===== config.mk =====
export PLATFORM = sky130hd
export DESIGN_NAME = steering_lag_odometry_unit_flat
export DESIGN_NICKNAME = d
export VERILOG_FILES = /design/src/hdl/slo_pkg.sv /design/src/hdl/slo_if.sv /design/src/hdl/steering_lag_odometry_unit.sv /design/src/hdl/slo_mul.sv /design/src/hdl/slo_cordic.sv /design/src/flat_wrapper.sv
export SDC_FILE = /design/constraint.sdc
export NUM_CORES = 2
export LEC_CHECK = 0
export BUFFER_PORTS_ARGS = -buffer_cell sky130_fd_sc_hd__buf_2
export CORE_MARGIN = 2
export CORE_UTILIZATION = 40
export DETAILED_ROUTE_END_ITERATION = 8
export PLACE_DENSITY = 0.51
export SYNTH_ARGS = -nofsm -noshare
export SYNTH_HDL_FRONTEND = slang
export SYNTH_SLANG_ARGS = --single-unit

===== constraint.sdc =====
create_clock -name clk_i -period 15.1 [get_ports clk_i]
set_input_delay 2.265 -clock clk_i [delete_from_list [all_inputs] [get_ports clk_i]]
set_output_delay 2.265 -clock clk_i [all_outputs]
set_load 0.05 [all_outputs]

===== src/hdl/slo_pkg.sv =====
package slo_pkg;

  // Number of CORDIC rotation steps (8 to 24).
  localparam int CORDIC_STEPS = 16;

  // Shift-add multiplier operand and product widths.
  localparam int MUL_AW = 33;
  localparam int MUL_BW = 32;
  localparam int MUL_PW = MUL_AW + MUL_BW;
  localparam int MUL_CW = 6;

  // CORDIC angle and coordinate widths (Q2.30 with headroom).
  localparam int ZW = 35;
  localparam int XW = 34;
  localparam int IW = 5;

  localparam logic signed [ZW-1:0] PI_Q30      = 35'sd3373259426;
  localparam logic signed [ZW-1:0] HALF_PI_Q30 = 35'sd1686629713;
  localparam logic signed [ZW-1:0] TWO_PI_Q30  = 35'sd6746518852;
  localparam logic signed [XW-1:0] CORDIC_K    = 34'sd652032874;

  // Configuration port.
  localparam int CFG_IW = 3;
  localparam int CFG_DW = 20;

  typedef enum logic [CFG_IW-1:0] {
    CFG_SERVO_MIN    = 3'd0,
    CFG_SERVO_MAX    = 3'd1,
    CFG_INV_TIME     = 3'd2,
    CFG_RATE_LIMIT   = 3'd3,
    CFG_STEER_GAIN   = 3'd4,
    CFG_STEER_OFFSET = 3'd5,
    CFG_WHEEL_RADIUS = 3'd6
  } cfg_idx_e;

  typedef enum logic [3:0] {
    S_IDLE,
    S_RATE_GO,
    S_RATE_WT,
    S_INC_GO,
    S_INC_WT,
    S_ANG_GO,
    S_ANG_WT,
    S_SPD_GO,
    S_SPD_WT,
    S_CORD_WT,
    S_VX_GO,
    S_VX_WT,
    S_VY_GO,
    S_VY_WT,
    S_OUT
  } slo_state_e;

  typedef enum logic [1:0] {
    CP_IDLE,
    CP_FOLD,
    CP_ROT,
    CP_FIN
  } cord_phase_e;

  typedef struct packed {
    logic              start;
    logic [MUL_CW-1:0] nbits;
    logic [MUL_AW-1:0] a;
    logic [MUL_BW-1:0] b;
  } slo_mul_req_t;

  typedef struct packed {
    logic              done;
    logic [MUL_PW-1:0] product;
  } slo_mul_rsp_t;

  // Arctangent of 2^-i in Q2.30.
  function automatic logic signed [ZW-1:0] atan_q30(input logic [IW-1:0] i);
    logic signed [ZW-1:0] r;
    begin
      unique case (i)
        5'd0:  r = 35'sh03243F6A8;
        5'd1:  r = 35'sh01DAC6705;
        5'd2:  r = 35'sh00FADBAFD;
        5'd3:  r = 35'sh007F56EA7;
        5'd4:  r = 35'sh003FEAB77;
        5'd5:  r = 35'sh001FFD55C;
        5'd6:  r = 35'sh000FFFAAB;
        5'd7:  r = 35'sh0007FFF55;
        5'd8:  r = 35'sh0003FFFEB;
        5'd9:  r = 35'sh0001FFFFD;
        5'd10: r = 35'sh000100000;
        5'd11: r = 35'sh00007FFFF;
        5'd12: r = 35'sh00003FFFF;
        5'd13: r = 35'sh000020000;
        5'd14: r = 35'sh000010000;
        5'd15: r = 35'sh000008000;
        5'd16: r = 35'sh000004000;
        5'd17: r = 35'sh000002000;
        5'd18: r = 35'sh000001000;
        5'd19: r = 35'sh000000800;
        5'd20: r = 35'sh000000400;
        5'd21: r = 35'sh000000200;
        5'd22: r = 35'sh000000100;
        5'd23: r = 35'sh000000080;
        default: r = '0;
      endcase
      return r;
    end
  endfunction

endpackage


===== src/hdl/slo_if.sv =====
// Input item channel.
interface slo_in_if;
  logic               valid;
  logic               ready;
  logic               req_type;
  logic [31:0]        timestamp;
  logic [15:0]        servo_cmd;
  logic signed [23:0] wheel_front_left;
  logic signed [23:0] wheel_front_right;

  modport source (output valid, req_type, timestamp, servo_cmd, wheel_front_left,
                  wheel_front_right, input ready);
  modport sink (input valid, req_type, timestamp, servo_cmd, wheel_front_left,
                wheel_front_right, output ready);
endinterface

// Result item channel.
interface slo_out_if;
  logic               valid;
  logic               ready;
  logic signed [31:0] vel_x;
  logic signed [31:0] vel_y;
  logic signed [19:0] steer_angle;

  modport source (output valid, vel_x, vel_y, steer_angle, input ready);
  modport sink (input valid, vel_x, vel_y, steer_angle, output ready);
endinterface


===== src/hdl/steering_lag_odometry_unit.sv =====
// Steering-lag odometry unit.
// Input items arrive on in_i (valid/ready). A steering item (req_type 0) carries a
// timestamp and a servo command; it loads or steps the lag integrator (a step also
// updates the steering angle) and gives no result. A wheel item (req_type 1) gives
// one result on out_o with the velocity split into x and y and the current steering
// angle, once a steering item has initialized the unit; before that it is dropped.
// Registers are written through cfg_we_i, cfg_idx_i and cfg_wdata_i; the user must
// write them only while idle, as the unit does not enforce it. One item is worked on
// at a time, through a bit-serial shift-add multiplier and an iterative CORDIC.
// A loading steering item does not take the unit out of idle; a stepping one keeps
// it busy through three products of 16, 32 and 20 multiplier bits. A wheel item
// has its result after three products of 16, 32 and 32 multiplier bits, with the
// CORDIC running beside the first product.
// A result waits in the output register while the receiver stalls; the unit still
// accepts and works on the next item and holds its result back only until the
// register is free.
// Reset clears the integrator state and loads the register defaults.
module steering_lag_odometry_unit import slo_pkg::*; (
  input  logic              clk_i,
  input  logic              rst_ni,
  slo_in_if.sink            in_i,
  slo_out_if.source         out_o,
  input  logic              cfg_we_i,
  input  logic [CFG_IW-1:0] cfg_idx_i,
  input  logic [CFG_DW-1:0] cfg_wdata_i
);

  slo_state_e state_q, state_d;

  logic [15:0]        servo_min_q, servo_max_q, inv_time_q, rate_limit_q, radius_q;
  logic signed [19:0] gain_q, offset_q;

  logic               init_q;
  logic [31:0]        last_time_q;
  logic signed [31:0] lag_q;
  logic signed [19:0] angle_q;

  logic [23:0]        target_q;
  logic [31:0]        dt_q, p8_q;
  logic signed [24:0] sum_q;
  logic               dneg_q, neg_q;
  logic signed [32:0] speed_q;
  logic signed [31:0] vx_q, vy_q;

  logic               out_valid_q;
  logic signed [31:0] out_vx_q, out_vy_q;
  logic signed [19:0] out_ang_q;

  slo_mul_req_t mul_req;
  slo_mul_rsp_t mul_rsp;

  logic                 cord_start, cord_busy;
  logic signed [XW-1:0] cord_cos, cord_sin;

  logic        acc_in, load_step, out_free;
  logic [15:0] cmd;

  // Item acceptance and command clamp.
  assign in_i.ready = (state_q == S_IDLE);
  assign acc_in     = in_i.valid && in_i.ready;
  assign load_step  = !init_q || (in_i.timestamp < last_time_q);
  assign out_free   = !out_valid_q || out_o.ready;

  always_comb begin
    if (in_i.servo_cmd > servo_max_q) begin
      cmd = servo_max_q;
    end else if (in_i.servo_cmd < servo_min_q) begin
      cmd = servo_min_q;
    end else begin
      cmd = in_i.servo_cmd;
    end
  end

  // Operand magnitudes for the multiplier.
  logic signed [33:0] d_full, d_mag;
  logic signed [32:0] lag_x, lag_mag;
  logic signed [20:0] gain_x, gain_mag;
  logic signed [25:0] sum_x, sum_mag;
  logic signed [33:0] spd_x, spd_mag;
  logic signed [XW:0] cos_x, cos_mag, sin_x, sin_mag;

  always_comb begin
    d_full   = $signed({10'b0, target_q}) - {{2{lag_q[31]}}, lag_q};
    d_mag    = d_full[33] ? -d_full : d_full;
    lag_x    = {lag_q[31], lag_q};
    lag_mag  = lag_x[32] ? -lag_x : lag_x;
    gain_x   = {gain_q[19], gain_q};
    gain_mag = gain_x[20] ? -gain_x : gain_x;
    sum_x    = {sum_q[24], sum_q};
    sum_mag  = sum_x[25] ? -sum_x : sum_x;
    spd_x    = {speed_q[32], speed_q};
    spd_mag  = spd_x[33] ? -spd_x : spd_x;
    cos_x    = {cord_cos[XW-1], cord_cos};
    cos_mag  = cos_x[XW] ? -cos_x : cos_x;
    sin_x    = {cord_sin[XW-1], cord_sin};
    sin_mag  = sin_x[XW] ? -sin_x : sin_x;
  end

  // Product post-processing.
  logic [48:0]        prod_r, lim_r, clamp_r;
  logic signed [45:0] lag_sum;
  logic signed [31:0] lag_sat;
  logic signed [65:0] pv, pv_r16, pv_r9, pv_r30;
  logic signed [50:0] ang_sum;
  logic signed [19:0] ang_sat;
  logic signed [35:0] v_r;
  logic signed [31:0] v_sat;

  always_comb begin
    prod_r  = mul_rsp.product[48:0];
    lim_r   = {9'b0, rate_limit_q, 24'b0};
    clamp_r = (prod_r > lim_r) ? lim_r : prod_r;

    lag_sum = dneg_q ? ({{14{lag_q[31]}}, lag_q} - $signed({2'b0, mul_rsp.product[63:20]}))
                     : ({{14{lag_q[31]}}, lag_q} + $signed({2'b0, mul_rsp.product[63:20]}));
    if (lag_sum > 46'sd2147483647) begin
      lag_sat = 32'sh7FFFFFFF;
    end else if (lag_sum < -46'sd2147483648) begin
      lag_sat = 32'sh80000000;
    end else begin
      lag_sat = lag_sum[31:0];
    end

    pv = neg_q ? -$signed({1'b0, mul_rsp.product}) : $signed({1'b0, mul_rsp.product});

    pv_r16  = pv + 66'sd32768;
    ang_sum = {pv_r16[65], $signed(pv_r16[65:16])} + {{31{offset_q[19]}}, offset_q};
    if (ang_sum > 51'sd524287) begin
      ang_sat = 20'sh7FFFF;
    end else if (ang_sum < -51'sd524288) begin
      ang_sat = 20'sh80000;
    end else begin
      ang_sat = ang_sum[19:0];
    end

    pv_r9 = pv + 66'sd256;

    pv_r30 = pv + 66'sd536870912;
    v_r    = $signed(pv_r30[65:30]);
    if (v_r > 36'sd2147483647) begin
      v_sat = 32'sh7FFFFFFF;
    end else if (v_r < -36'sd2147483648) begin
      v_sat = 32'sh80000000;
    end else begin
      v_sat = v_r[31:0];
    end
  end

  // Next state.
  always_comb begin
    state_d = state_q;
    unique case (state_q)
      S_IDLE: begin
        if (acc_in) begin
          if (!in_i.req_type) begin
            if (!load_step) state_d = S_RATE_GO;
          end else if (init_q) begin
            state_d = S_SPD_GO;
          end
        end
      end
      S_RATE_GO: state_d = S_RATE_WT;
      S_RATE_WT: if (mul_rsp.done) state_d = S_INC_GO;
      S_INC_GO:  state_d = S_INC_WT;
      S_INC_WT:  if (mul_rsp.done) state_d = S_ANG_GO;
      S_ANG_GO:  state_d = S_ANG_WT;
      S_ANG_WT:  if (mul_rsp.done) state_d = S_IDLE;
      S_SPD_GO:  state_d = S_SPD_WT;
      S_SPD_WT:  if (mul_rsp.done) state_d = S_CORD_WT;
      S_CORD_WT: if (!cord_busy) state_d = S_VX_GO;
      S_VX_GO:   state_d = S_VX_WT;
      S_VX_WT:   if (mul_rsp.done) state_d = S_VY_GO;
      S_VY_GO:   state_d = S_VY_WT;
      S_VY_WT:   if (mul_rsp.done) state_d = S_OUT;
      S_OUT:     if (out_free) state_d = S_IDLE;
      default:   state_d = S_IDLE;
    endcase
  end

  // Multiplier requests and CORDIC start.
  always_comb begin
    mul_req = '0;
    unique case (state_q)
      S_RATE_GO: begin
        mul_req.start = 1'b1;
        mul_req.a     = d_mag[32:0];
        mul_req.b     = MUL_BW'(inv_time_q);
        mul_req.nbits = MUL_CW'(16);
      end
      S_INC_GO: begin
        mul_req.start = 1'b1;
        mul_req.a     = MUL_AW'(p8_q);
        mul_req.b     = dt_q;
        mul_req.nbits = MUL_CW'(32);
      end
      S_ANG_GO: begin
        mul_req.start = 1'b1;
        mul_req.a     = lag_mag;
        mul_req.b     = MUL_BW'(gain_mag[19:0]);
        mul_req.nbits = MUL_CW'(20);
      end
      S_SPD_GO: begin
        mul_req.start = 1'b1;
        mul_req.a     = MUL_AW'(sum_mag[24:0]);
        mul_req.b     = MUL_BW'(radius_q);
        mul_req.nbits = MUL_CW'(16);
      end
      S_VX_GO: begin
        mul_req.start = 1'b1;
        mul_req.a     = spd_mag[32:0];
        mul_req.b     = cos_mag[31:0];
        mul_req.nbits = MUL_CW'(32);
      end
      S_VY_GO: begin
        mul_req.start = 1'b1;
        mul_req.a     = spd_mag[32:0];
        mul_req.b     = sin_mag[31:0];
        mul_req.nbits = MUL_CW'(32);
      end
      default: ;
    endcase
  end

  assign cord_start = acc_in && in_i.req_type && init_q;

  // Control state, configuration and integrator state.
  always_ff @(posedge clk_i or negedge rst_ni) begin
    if (!rst_ni) begin
      state_q      <= S_IDLE;
      servo_min_q  <= 16'd16640;
      servo_max_q  <= 16'd29440;
      inv_time_q   <= 16'd7314;
      rate_limit_q <= 16'd380;
      gain_q       <= -20'sd661;
      offset_q     <= 20'sd59120;
      radius_q     <= 16'd2051;
      init_q       <= 1'b0;
      last_time_q  <= '0;
      lag_q        <= '0;
      angle_q      <= '0;
      out_valid_q  <= 1'b0;
    end else begin
      state_q <= state_d;
      if (cfg_we_i) begin
        unique case (cfg_idx_e'(cfg_idx_i))
          CFG_SERVO_MIN:    servo_min_q  <= cfg_wdata_i[15:0];
          CFG_SERVO_MAX:    servo_max_q  <= cfg_wdata_i[15:0];
          CFG_INV_TIME:     inv_time_q   <= cfg_wdata_i[15:0];
          CFG_RATE_LIMIT:   rate_limit_q <= cfg_wdata_i[15:0];
          CFG_STEER_GAIN:   gain_q       <= $signed(cfg_wdata_i);
          CFG_STEER_OFFSET: offset_q     <= $signed(cfg_wdata_i);
          CFG_WHEEL_RADIUS: radius_q     <= cfg_wdata_i[15:0];
          default: ;
        endcase
      end
      if (acc_in && !in_i.req_type) begin
        last_time_q <= in_i.timestamp;
        if (load_step) begin
          lag_q  <= $signed({8'b0, cmd, 8'b0});
          init_q <= 1'b1;
        end
      end
      if (state_q == S_INC_WT && mul_rsp.done) lag_q <= lag_sat;
      if (state_q == S_ANG_WT && mul_rsp.done) angle_q <= ang_sat;
      if (state_q == S_OUT && out_free) begin
        out_valid_q <= 1'b1;
      end else if (out_o.ready) begin
        out_valid_q <= 1'b0;
      end
    end
  end

  // Working registers and result register.
  always_ff @(posedge clk_i) begin
    if (acc_in) begin
      target_q <= {cmd, 8'b0};
      dt_q     <= in_i.timestamp - last_time_q;
      sum_q    <= {in_i.wheel_front_left[23], in_i.wheel_front_left}
                + {in_i.wheel_front_right[23], in_i.wheel_front_right};
    end
    unique case (state_q)
      S_RATE_GO: dneg_q <= d_full[33];
      S_RATE_WT: if (mul_rsp.done) p8_q <= clamp_r[39:8];
      S_ANG_GO:  neg_q <= lag_q[31] ^ gain_q[19];
      S_SPD_GO:  neg_q <= sum_q[24];
      S_SPD_WT:  if (mul_rsp.done) speed_q <= $signed(pv_r9[41:9]);
      S_VX_GO:   neg_q <= speed_q[32] ^ cord_cos[XW-1];
      S_VX_WT:   if (mul_rsp.done) vx_q <= v_sat;
      S_VY_GO:   neg_q <= speed_q[32] ^ cord_sin[XW-1];
      S_VY_WT:   if (mul_rsp.done) vy_q <= v_sat;
      S_OUT: begin
        if (out_free) begin
          out_vx_q  <= vx_q;
          out_vy_q  <= vy_q;
          out_ang_q <= angle_q;
        end
      end
      default: ;
    endcase
  end

  assign out_o.valid       = out_valid_q;
  assign out_o.vel_x       = out_vx_q;
  assign out_o.vel_y       = out_vy_q;
  assign out_o.steer_angle = out_ang_q;

  slo_mul u_mul (
    .clk_i  (clk_i),
    .rst_ni (rst_ni),
    .req_i  (mul_req),
    .rsp_o  (mul_rsp)
  );

  slo_cordic u_cordic (
    .clk_i   (clk_i),
    .rst_ni  (rst_ni),
    .start_i (cord_start),
    .angle_i (angle_q),
    .busy_o  (cord_busy),
    .cos_o   (cord_cos),
    .sin_o   (cord_sin)
  );

endmodule


===== src/hdl/slo_mul.sv =====
module slo_mul import slo_pkg::*; (
  input  logic         clk_i,
  input  logic         rst_ni,
  input  slo_mul_req_t req_i,
  output slo_mul_rsp_t rsp_o
);

  logic [MUL_PW-1:0] acc_q, acc_d;
  logic [MUL_AW-1:0] a_q;
  logic [MUL_BW-1:0] b_q;
  logic [MUL_CW-1:0] cnt_q;
  logic              busy_q, done_q;

  // One multiplier bit per cycle, most significant first.
  assign acc_d = {acc_q[MUL_PW-2:0], 1'b0} + (b_q[MUL_BW-1] ? MUL_PW'(a_q) : '0);

  always_ff @(posedge clk_i or negedge rst_ni) begin
    if (!rst_ni) begin
      acc_q  <= '0;
      a_q    <= '0;
      b_q    <= '0;
      cnt_q  <= '0;
      busy_q <= 1'b0;
      done_q <= 1'b0;
    end else begin
      done_q <= 1'b0;
      if (req_i.start) begin
        acc_q  <= '0;
        a_q    <= req_i.a;
        b_q    <= req_i.b << (MUL_CW'(MUL_BW) - req_i.nbits);
        cnt_q  <= req_i.nbits;
        busy_q <= 1'b1;
      end else if (busy_q) begin
        acc_q <= acc_d;
        b_q   <= {b_q[MUL_BW-2:0], 1'b0};
        cnt_q <= cnt_q - 1'b1;
        if (cnt_q == MUL_CW'(1)) begin
          busy_q <= 1'b0;
          done_q <= 1'b1;
        end
      end
    end
  end

  assign rsp_o.done    = done_q;
  assign rsp_o.product = acc_q;

endmodule


===== src/hdl/slo_cordic.sv =====
module slo_cordic import slo_pkg::*; (
  input  logic                 clk_i,
  input  logic                 rst_ni,
  input  logic                 start_i,
  input  logic signed [19:0]   angle_i,
  output logic                 busy_o,
  output logic signed [XW-1:0] cos_o,
  output logic signed [XW-1:0] sin_o
);

  cord_phase_e phase_q, phase_d;

  logic signed [ZW-1:0] z_q, z0, z_wrap;
  logic signed [XW-1:0] x_q, y_q, cos_q, sin_q;
  logic [IW-1:0]        i_q;
  logic                 neg_q;

  // Angle to Q2.30 and one wrap by a full turn.
  always_comb begin
    z0 = {{(ZW-34){angle_i[19]}}, angle_i, 14'b0};
    if (z0 > PI_Q30) begin
      z_wrap = z0 - TWO_PI_Q30;
    end else if (z0 < -PI_Q30) begin
      z_wrap = z0 + TWO_PI_Q30;
    end else begin
      z_wrap = z0;
    end
  end

  // Phase sequencing.
  always_comb begin
    phase_d = phase_q;
    unique case (phase_q)
      CP_IDLE: if (start_i) phase_d = CP_FOLD;
      CP_FOLD: phase_d = CP_ROT;
      CP_ROT:  if (i_q == IW'(CORDIC_STEPS - 1)) phase_d = CP_FIN;
      CP_FIN:  phase_d = CP_IDLE;
      default: phase_d = CP_IDLE;
    endcase
  end

  always_ff @(posedge clk_i or negedge rst_ni) begin
    if (!rst_ni) begin
      phase_q <= CP_IDLE;
    end else begin
      phase_q <= phase_d;
    end
  end

  // Rotation datapath, one step per cycle.
  always_ff @(posedge clk_i) begin
    unique case (phase_q)
      CP_IDLE: begin
        if (start_i) z_q <= z_wrap;
      end
      CP_FOLD: begin
        x_q <= CORDIC_K;
        y_q <= '0;
        i_q <= '0;
        if (z_q > HALF_PI_Q30) begin
          z_q   <= z_q - PI_Q30;
          neg_q <= 1'b1;
        end else if (z_q < -HALF_PI_Q30) begin
          z_q   <= z_q + PI_Q30;
          neg_q <= 1'b1;
        end else begin
          neg_q <= 1'b0;
        end
      end
      CP_ROT: begin
        if (!z_q[ZW-1]) begin
          x_q <= x_q - (y_q >>> i_q);
          y_q <= y_q + (x_q >>> i_q);
          z_q <= z_q - atan_q30(i_q);
        end else begin
          x_q <= x_q + (y_q >>> i_q);
          y_q <= y_q - (x_q >>> i_q);
          z_q <= z_q + atan_q30(i_q);
        end
        i_q <= i_q + 1'b1;
      end
      CP_FIN: begin
        cos_q <= neg_q ? -x_q : x_q;
        sin_q <= neg_q ? -y_q : y_q;
      end
      default: ;
    endcase
  end

  assign busy_o = (phase_q != CP_IDLE);
  assign cos_o  = cos_q;
  assign sin_o  = sin_q;

endmodule

===== src/flat_wrapper.sv =====
// flat-port wrapper written by rule: the top's interface ports become plain ports
module steering_lag_odometry_unit_flat import slo_pkg::*;
  (clk_i, rst_ni, cfg_we_i, cfg_idx_i, cfg_wdata_i, in_i_valid, in_i_req_type, in_i_timestamp, in_i_servo_cmd, in_i_wheel_front_left, in_i_wheel_front_right, in_i_ready, out_o_valid, out_o_vel_x, out_o_vel_y, out_o_steer_angle, out_o_ready);
  slo_in_if in_i_i ();
  slo_out_if out_o_i ();
  input  logic clk_i;
  input  logic rst_ni;
  input  logic cfg_we_i;
  input  logic [CFG_IW-1:0] cfg_idx_i;
  input  logic [CFG_DW-1:0] cfg_wdata_i;
  input wire logic [$bits(in_i_i.valid)-1:0] in_i_valid;
  input wire logic [$bits(in_i_i.req_type)-1:0] in_i_req_type;
  input wire logic [$bits(in_i_i.timestamp)-1:0] in_i_timestamp;
  input wire logic [$bits(in_i_i.servo_cmd)-1:0] in_i_servo_cmd;
  input wire logic [$bits(in_i_i.wheel_front_left)-1:0] in_i_wheel_front_left;
  input wire logic [$bits(in_i_i.wheel_front_right)-1:0] in_i_wheel_front_right;
  output wire logic [$bits(in_i_i.ready)-1:0] in_i_ready;
  output wire logic [$bits(out_o_i.valid)-1:0] out_o_valid;
  output wire logic [$bits(out_o_i.vel_x)-1:0] out_o_vel_x;
  output wire logic [$bits(out_o_i.vel_y)-1:0] out_o_vel_y;
  output wire logic [$bits(out_o_i.steer_angle)-1:0] out_o_steer_angle;
  input wire logic [$bits(out_o_i.ready)-1:0] out_o_ready;
  assign in_i_i.valid = in_i_valid;
  assign in_i_i.req_type = in_i_req_type;
  assign in_i_i.timestamp = in_i_timestamp;
  assign in_i_i.servo_cmd = in_i_servo_cmd;
  assign in_i_i.wheel_front_left = in_i_wheel_front_left;
  assign in_i_i.wheel_front_right = in_i_wheel_front_right;
  assign in_i_ready = in_i_i.ready;
  assign out_o_valid = out_o_i.valid;
  assign out_o_vel_x = out_o_i.vel_x;
  assign out_o_vel_y = out_o_i.vel_y;
  assign out_o_steer_angle = out_o_i.steer_angle;
  assign out_o_i.ready = out_o_ready;
  steering_lag_odometry_unit u_core (.clk_i(clk_i), .rst_ni(rst_ni), .in_i(in_i_i), .out_o(out_o_i), .cfg_we_i(cfg_we_i), .cfg_idx_i(cfg_idx_i), .cfg_wdata_i(cfg_wdata_i));
endmodule

==> out/results.txt <==
Setup crit end kind - register
Synth Instances - 7,757
Final wirelength - 238.6 mm
Clk_lat worst skew - 0.78 ns
Cts bufs inserted - 102
H-tree Lvls - 3
Post-detail-place hpwl - 182.2 mm
Synthesized Nets - 8,306
Synth Area per Inst - 8.967 um2
Max-Cap Viols - 0
CTS Root Cell - clkbuf_16
Leak - 0.02915 uW
Fin util - 0.4404
Hold-fix buffers, CTS - 0
Fill cell count - 17,030
Min-delay worst type - register to register
Sequential fraction of the synthesis area - 0.3353
CP Data Required Time - 15.79 ns
Skew final - 0.06826 ns
Worst path arrival time - 10.61 ns
Slew Limit Headroom - 0.09656
Slowest CP cell - o31ai_4
PostCTS Resize Cnt - 0
CP Launch Type - register
DRC - 0
Buffers inserted by post-CTS timing repair - 0
Minimum clock period - 9.921 ns
Worst-path fanout max - 19
Finished Layout Cells - 10,160
CTS clk-pin slew, worst paths - 0.07 ns
Number of vias per cell - 5.893
Synth cell types - 114
CORE AREA - 0.1732 mm2
Fin. Hold Viols - 0
Gr usage total - 0.2613
Slew Limit Fails - 0
Antenna-violating nets left - 0
I/O pin count - 211
Port Buffer Count - 210
Outcome - finished, final reports clean
Pwr Density - 77.29 mW/mm2
Placed Instances - 9,963
Worst slew pin tran - 1.341 ns
Die Ht - 421.0 um
Post-Syn Area - 0.06956 mm2
Layout Nets - 8,291
Final setup fails - 0
Number of global-route vias before repair - 57,390
Setup TNS - 0 ns
Layout cell share with drive strength beyond 1 - 0.1148
Clock Sinks - 843
Worst hold slack - 0.4117 ns
Period utilization - 0.6570
Max incr delay on CP - 0.85 ns
Setup CP Type - register to register
Starting Density - 0.4015
Worst VDD drop - 0.09630 mV
Antenna violations before repair - 9
DR vias - 59,850
Synthesis Warnings - 0
GPL Wtd Cong - 0.9751
First-pass DRT Iterations - 6
Drt initial violations - 5,139
First-pass GRT wire length - 361.9 mm
Largest net degree at the start of global routing - 129
CTS max path bufs - 3
Area Growth Syn to Fin - 9.688%
Row cnt - 153
RSZ-0062 raised after global routing - no
Number of synthesized flops with an enable pin - 463
Die X-Extent - 421.0 um
Fmax - 0.1008 GHz
Routed length per instance - 23.49 um
Ys flop type - edfxtp_1
Post-synth ARST share - 0.4152
TritonCTS clock tree - yes
Total global routing overflow - 0
Die area - 0.1773 mm2
#FFs+latches synth - 843
-- registers in the layout, summed over array words and instances, names as in the netlist, 33 cells and up, named ones only --
signal / flops
u_core.u_mul.acc_q: 65
u_core.u_cordic.z_q: 35
u_core.u_cordic.x_q: 34
u_core.u_cordic.y_q: 34
u_core.speed_q: 33
u_core.u_cordic.cos_o: 33
u_core.u_cordic.sin_o: 33
u_core.u_mul.a_q: 33
-- power by group --
part	switching, uW	leakage [uW]	internal [uW]
Combinational	382	0.0189	227
Sequential	62.6	0.00841	2510
Clock	1110	0.00179	1600
Total	1560	0.0291	4340
-- cell type report --
cell class / instances / area (um2) / area share
Antenna cell: 3 / 7.507 / 0.00009839
Clock buffer: 135 / 2925 / 0.03834
Clock inverter: 56 / 770.7 / 0.01010
Inverter: 296 / 1111 / 0.01456
Multi-Input combinational cell: 6206 / 43550 / 0.5708
Sequential cell: 843 / 23330 / 0.3057
Tap cell: 2325 / 2909 / 0.03813
Timing Repair Buffer: 293 / 1697 / 0.02224
-- stage by stage --
step	power (uW)	setup WS (ns)	instance area [um2]
floorplan	2982	7.394	69560
global placement	3217	5.575	72600
detailed placement	3223	5.306	72600
CTS	5953	5.273	76290
global route	6107	4.507	76290
finish	5897	5.179	76300
-- cell usage in the layout (no fill, tap or decap), types with 67 or more instances in the layout --
cell,count
nor2_1,706
nand2_1,605
xnor2_1,569
a21oi_1,549
edfxtp_1,463
o21ai_0,462
ha_1,412
xor2_1,316
dfrtp_1,301
inv_1,286
buf_2,209
nand3_1,178
a21o_1,169
nor3_1,162
mux2_2,151
clkbuf_16,109
mux2i_1,104
a31oi_1,100
o31ai_1,96
and2_1,96
mux4_2,86
o21a_1,86
nand2b_1,83
or3_1,82
buf_4,82
nor2b_1,77
nor4_1,71
nand4_1,68
a211oi_1,67
-- worst paths after layout --
kind | from | endpoint | slack (ns) | depth (start not counted)
max | u_core.u_mul.acc_q[20]$_DFFE_PN0P_ | u_core.angle_q[2]$_DFFE_PN0P_ | 5.18 | 28
min | u_core.vx_q[13]$_DFFE_PP_ | u_core.out_o.vel_x[13]$_DFFE_PP_ | 0.41 | 0
max reg2reg | u_core.u_mul.acc_q[20]$_DFFE_PN0P_ | u_core.angle_q[2]$_DFFE_PN0P_ | 5.18 | 28
min reg2reg | u_core.vx_q[13]$_DFFE_PP_ | u_core.out_o.vel_x[13]$_DFFE_PP_ | 0.41 | 0
max in group asynchronous | rst_ni | u_core.lag_q[21]$_DFFE_PN0P_ | 11.41 | 3
min in group asynchronous | rst_ni | u_core.last_time_q[14]$_DFFE_PN0P_ | 1.52 | 1
-- critical path: cells and delay by family, from the launching register on --
kind | cells | cell delay [ns]
compound gates | 10 | 3.45
xor+xnor | 2 | 0.40
fa+ha+maj | 3 | 0.90
buf+inv | 2 | 0.35
flops | 1 | 0.54
simple gates | 11 | 4.18
-- Yosys cell counts (all sizes together), types with 47 or more instances --
| master | count | area share |
|---|---|---|
| a211oi | 68 | 0.0074 |
| a21o | 169 | 0.018 |
| a21oi | 563 | 0.041 |
| a31oi | 101 | 0.0092 |
| and2 | 97 | 0.0087 |
| and3 | 65 | 0.0058 |
| buf | 90 | 0.0071 |
| clkbuf | 322 | 0.017 |
| dfrtp | 303 | 0.11 |
| dfstp | 47 | 0.018 |
| edfxtp | 463 | 0.20 |
| ha | 415 | 0.075 |
| inv | 292 | 0.016 |
| mux2 | 151 | 0.024 |
| mux2i | 105 | 0.015 |
| mux4 | 86 | 0.028 |
| nand2 | 617 | 0.034 |
| nand2b | 83 | 0.0075 |
| nand3 | 178 | 0.013 |
| nand4 | 69 | 0.0063 |
| nor2 | 715 | 0.039 |
| nor2b | 78 | 0.0070 |
| nor3 | 175 | 0.013 |
| nor4 | 78 | 0.0080 |
| o211ai | 48 | 0.0052 |
| o21a | 86 | 0.0093 |
| o21ai | 516 | 0.037 |
| o21bai | 51 | 0.0055 |
| o31ai | 97 | 0.011 |
| or2 | 48 | 0.0043 |
| or3 | 84 | 0.0077 |
| or4 | 57 | 0.0062 |
| xnor2 | 570 | 0.072 |
| xor2 | 316 | 0.040 |
-- metal layers --
layer / wire length, um / up-vias / GRT usage
li1: - / 28460 / -
met1: 105000 / 29460 / 0.3477
met2: 114500 / 1590 / 0.4413
met3: 10220 / 341 / 0.02579
met4: 8856 / 6 / 0.09167
met5: 31 / - / 0
-- cells by family (layout without fill, tap and decap cells) --
kind of cell             Yosys count  after routing  share of synthesized area
flip-flops                       843            843                     0.3353
XOR/XNOR                         886            886                     0.1117
other                              0              3                          0
multiplexers                     342            342                    0.06745
buffers and inverters            708            780                    0.04056
AO/OA/AOI/OAI                   2122           2122                     0.1972
AND/OR/NAND/NOR                 2432           2432                     0.1707
adder cells (fa/ha/maj)          424            424                    0.07724
Note: power is estimated with default switching activity, not from simulation.
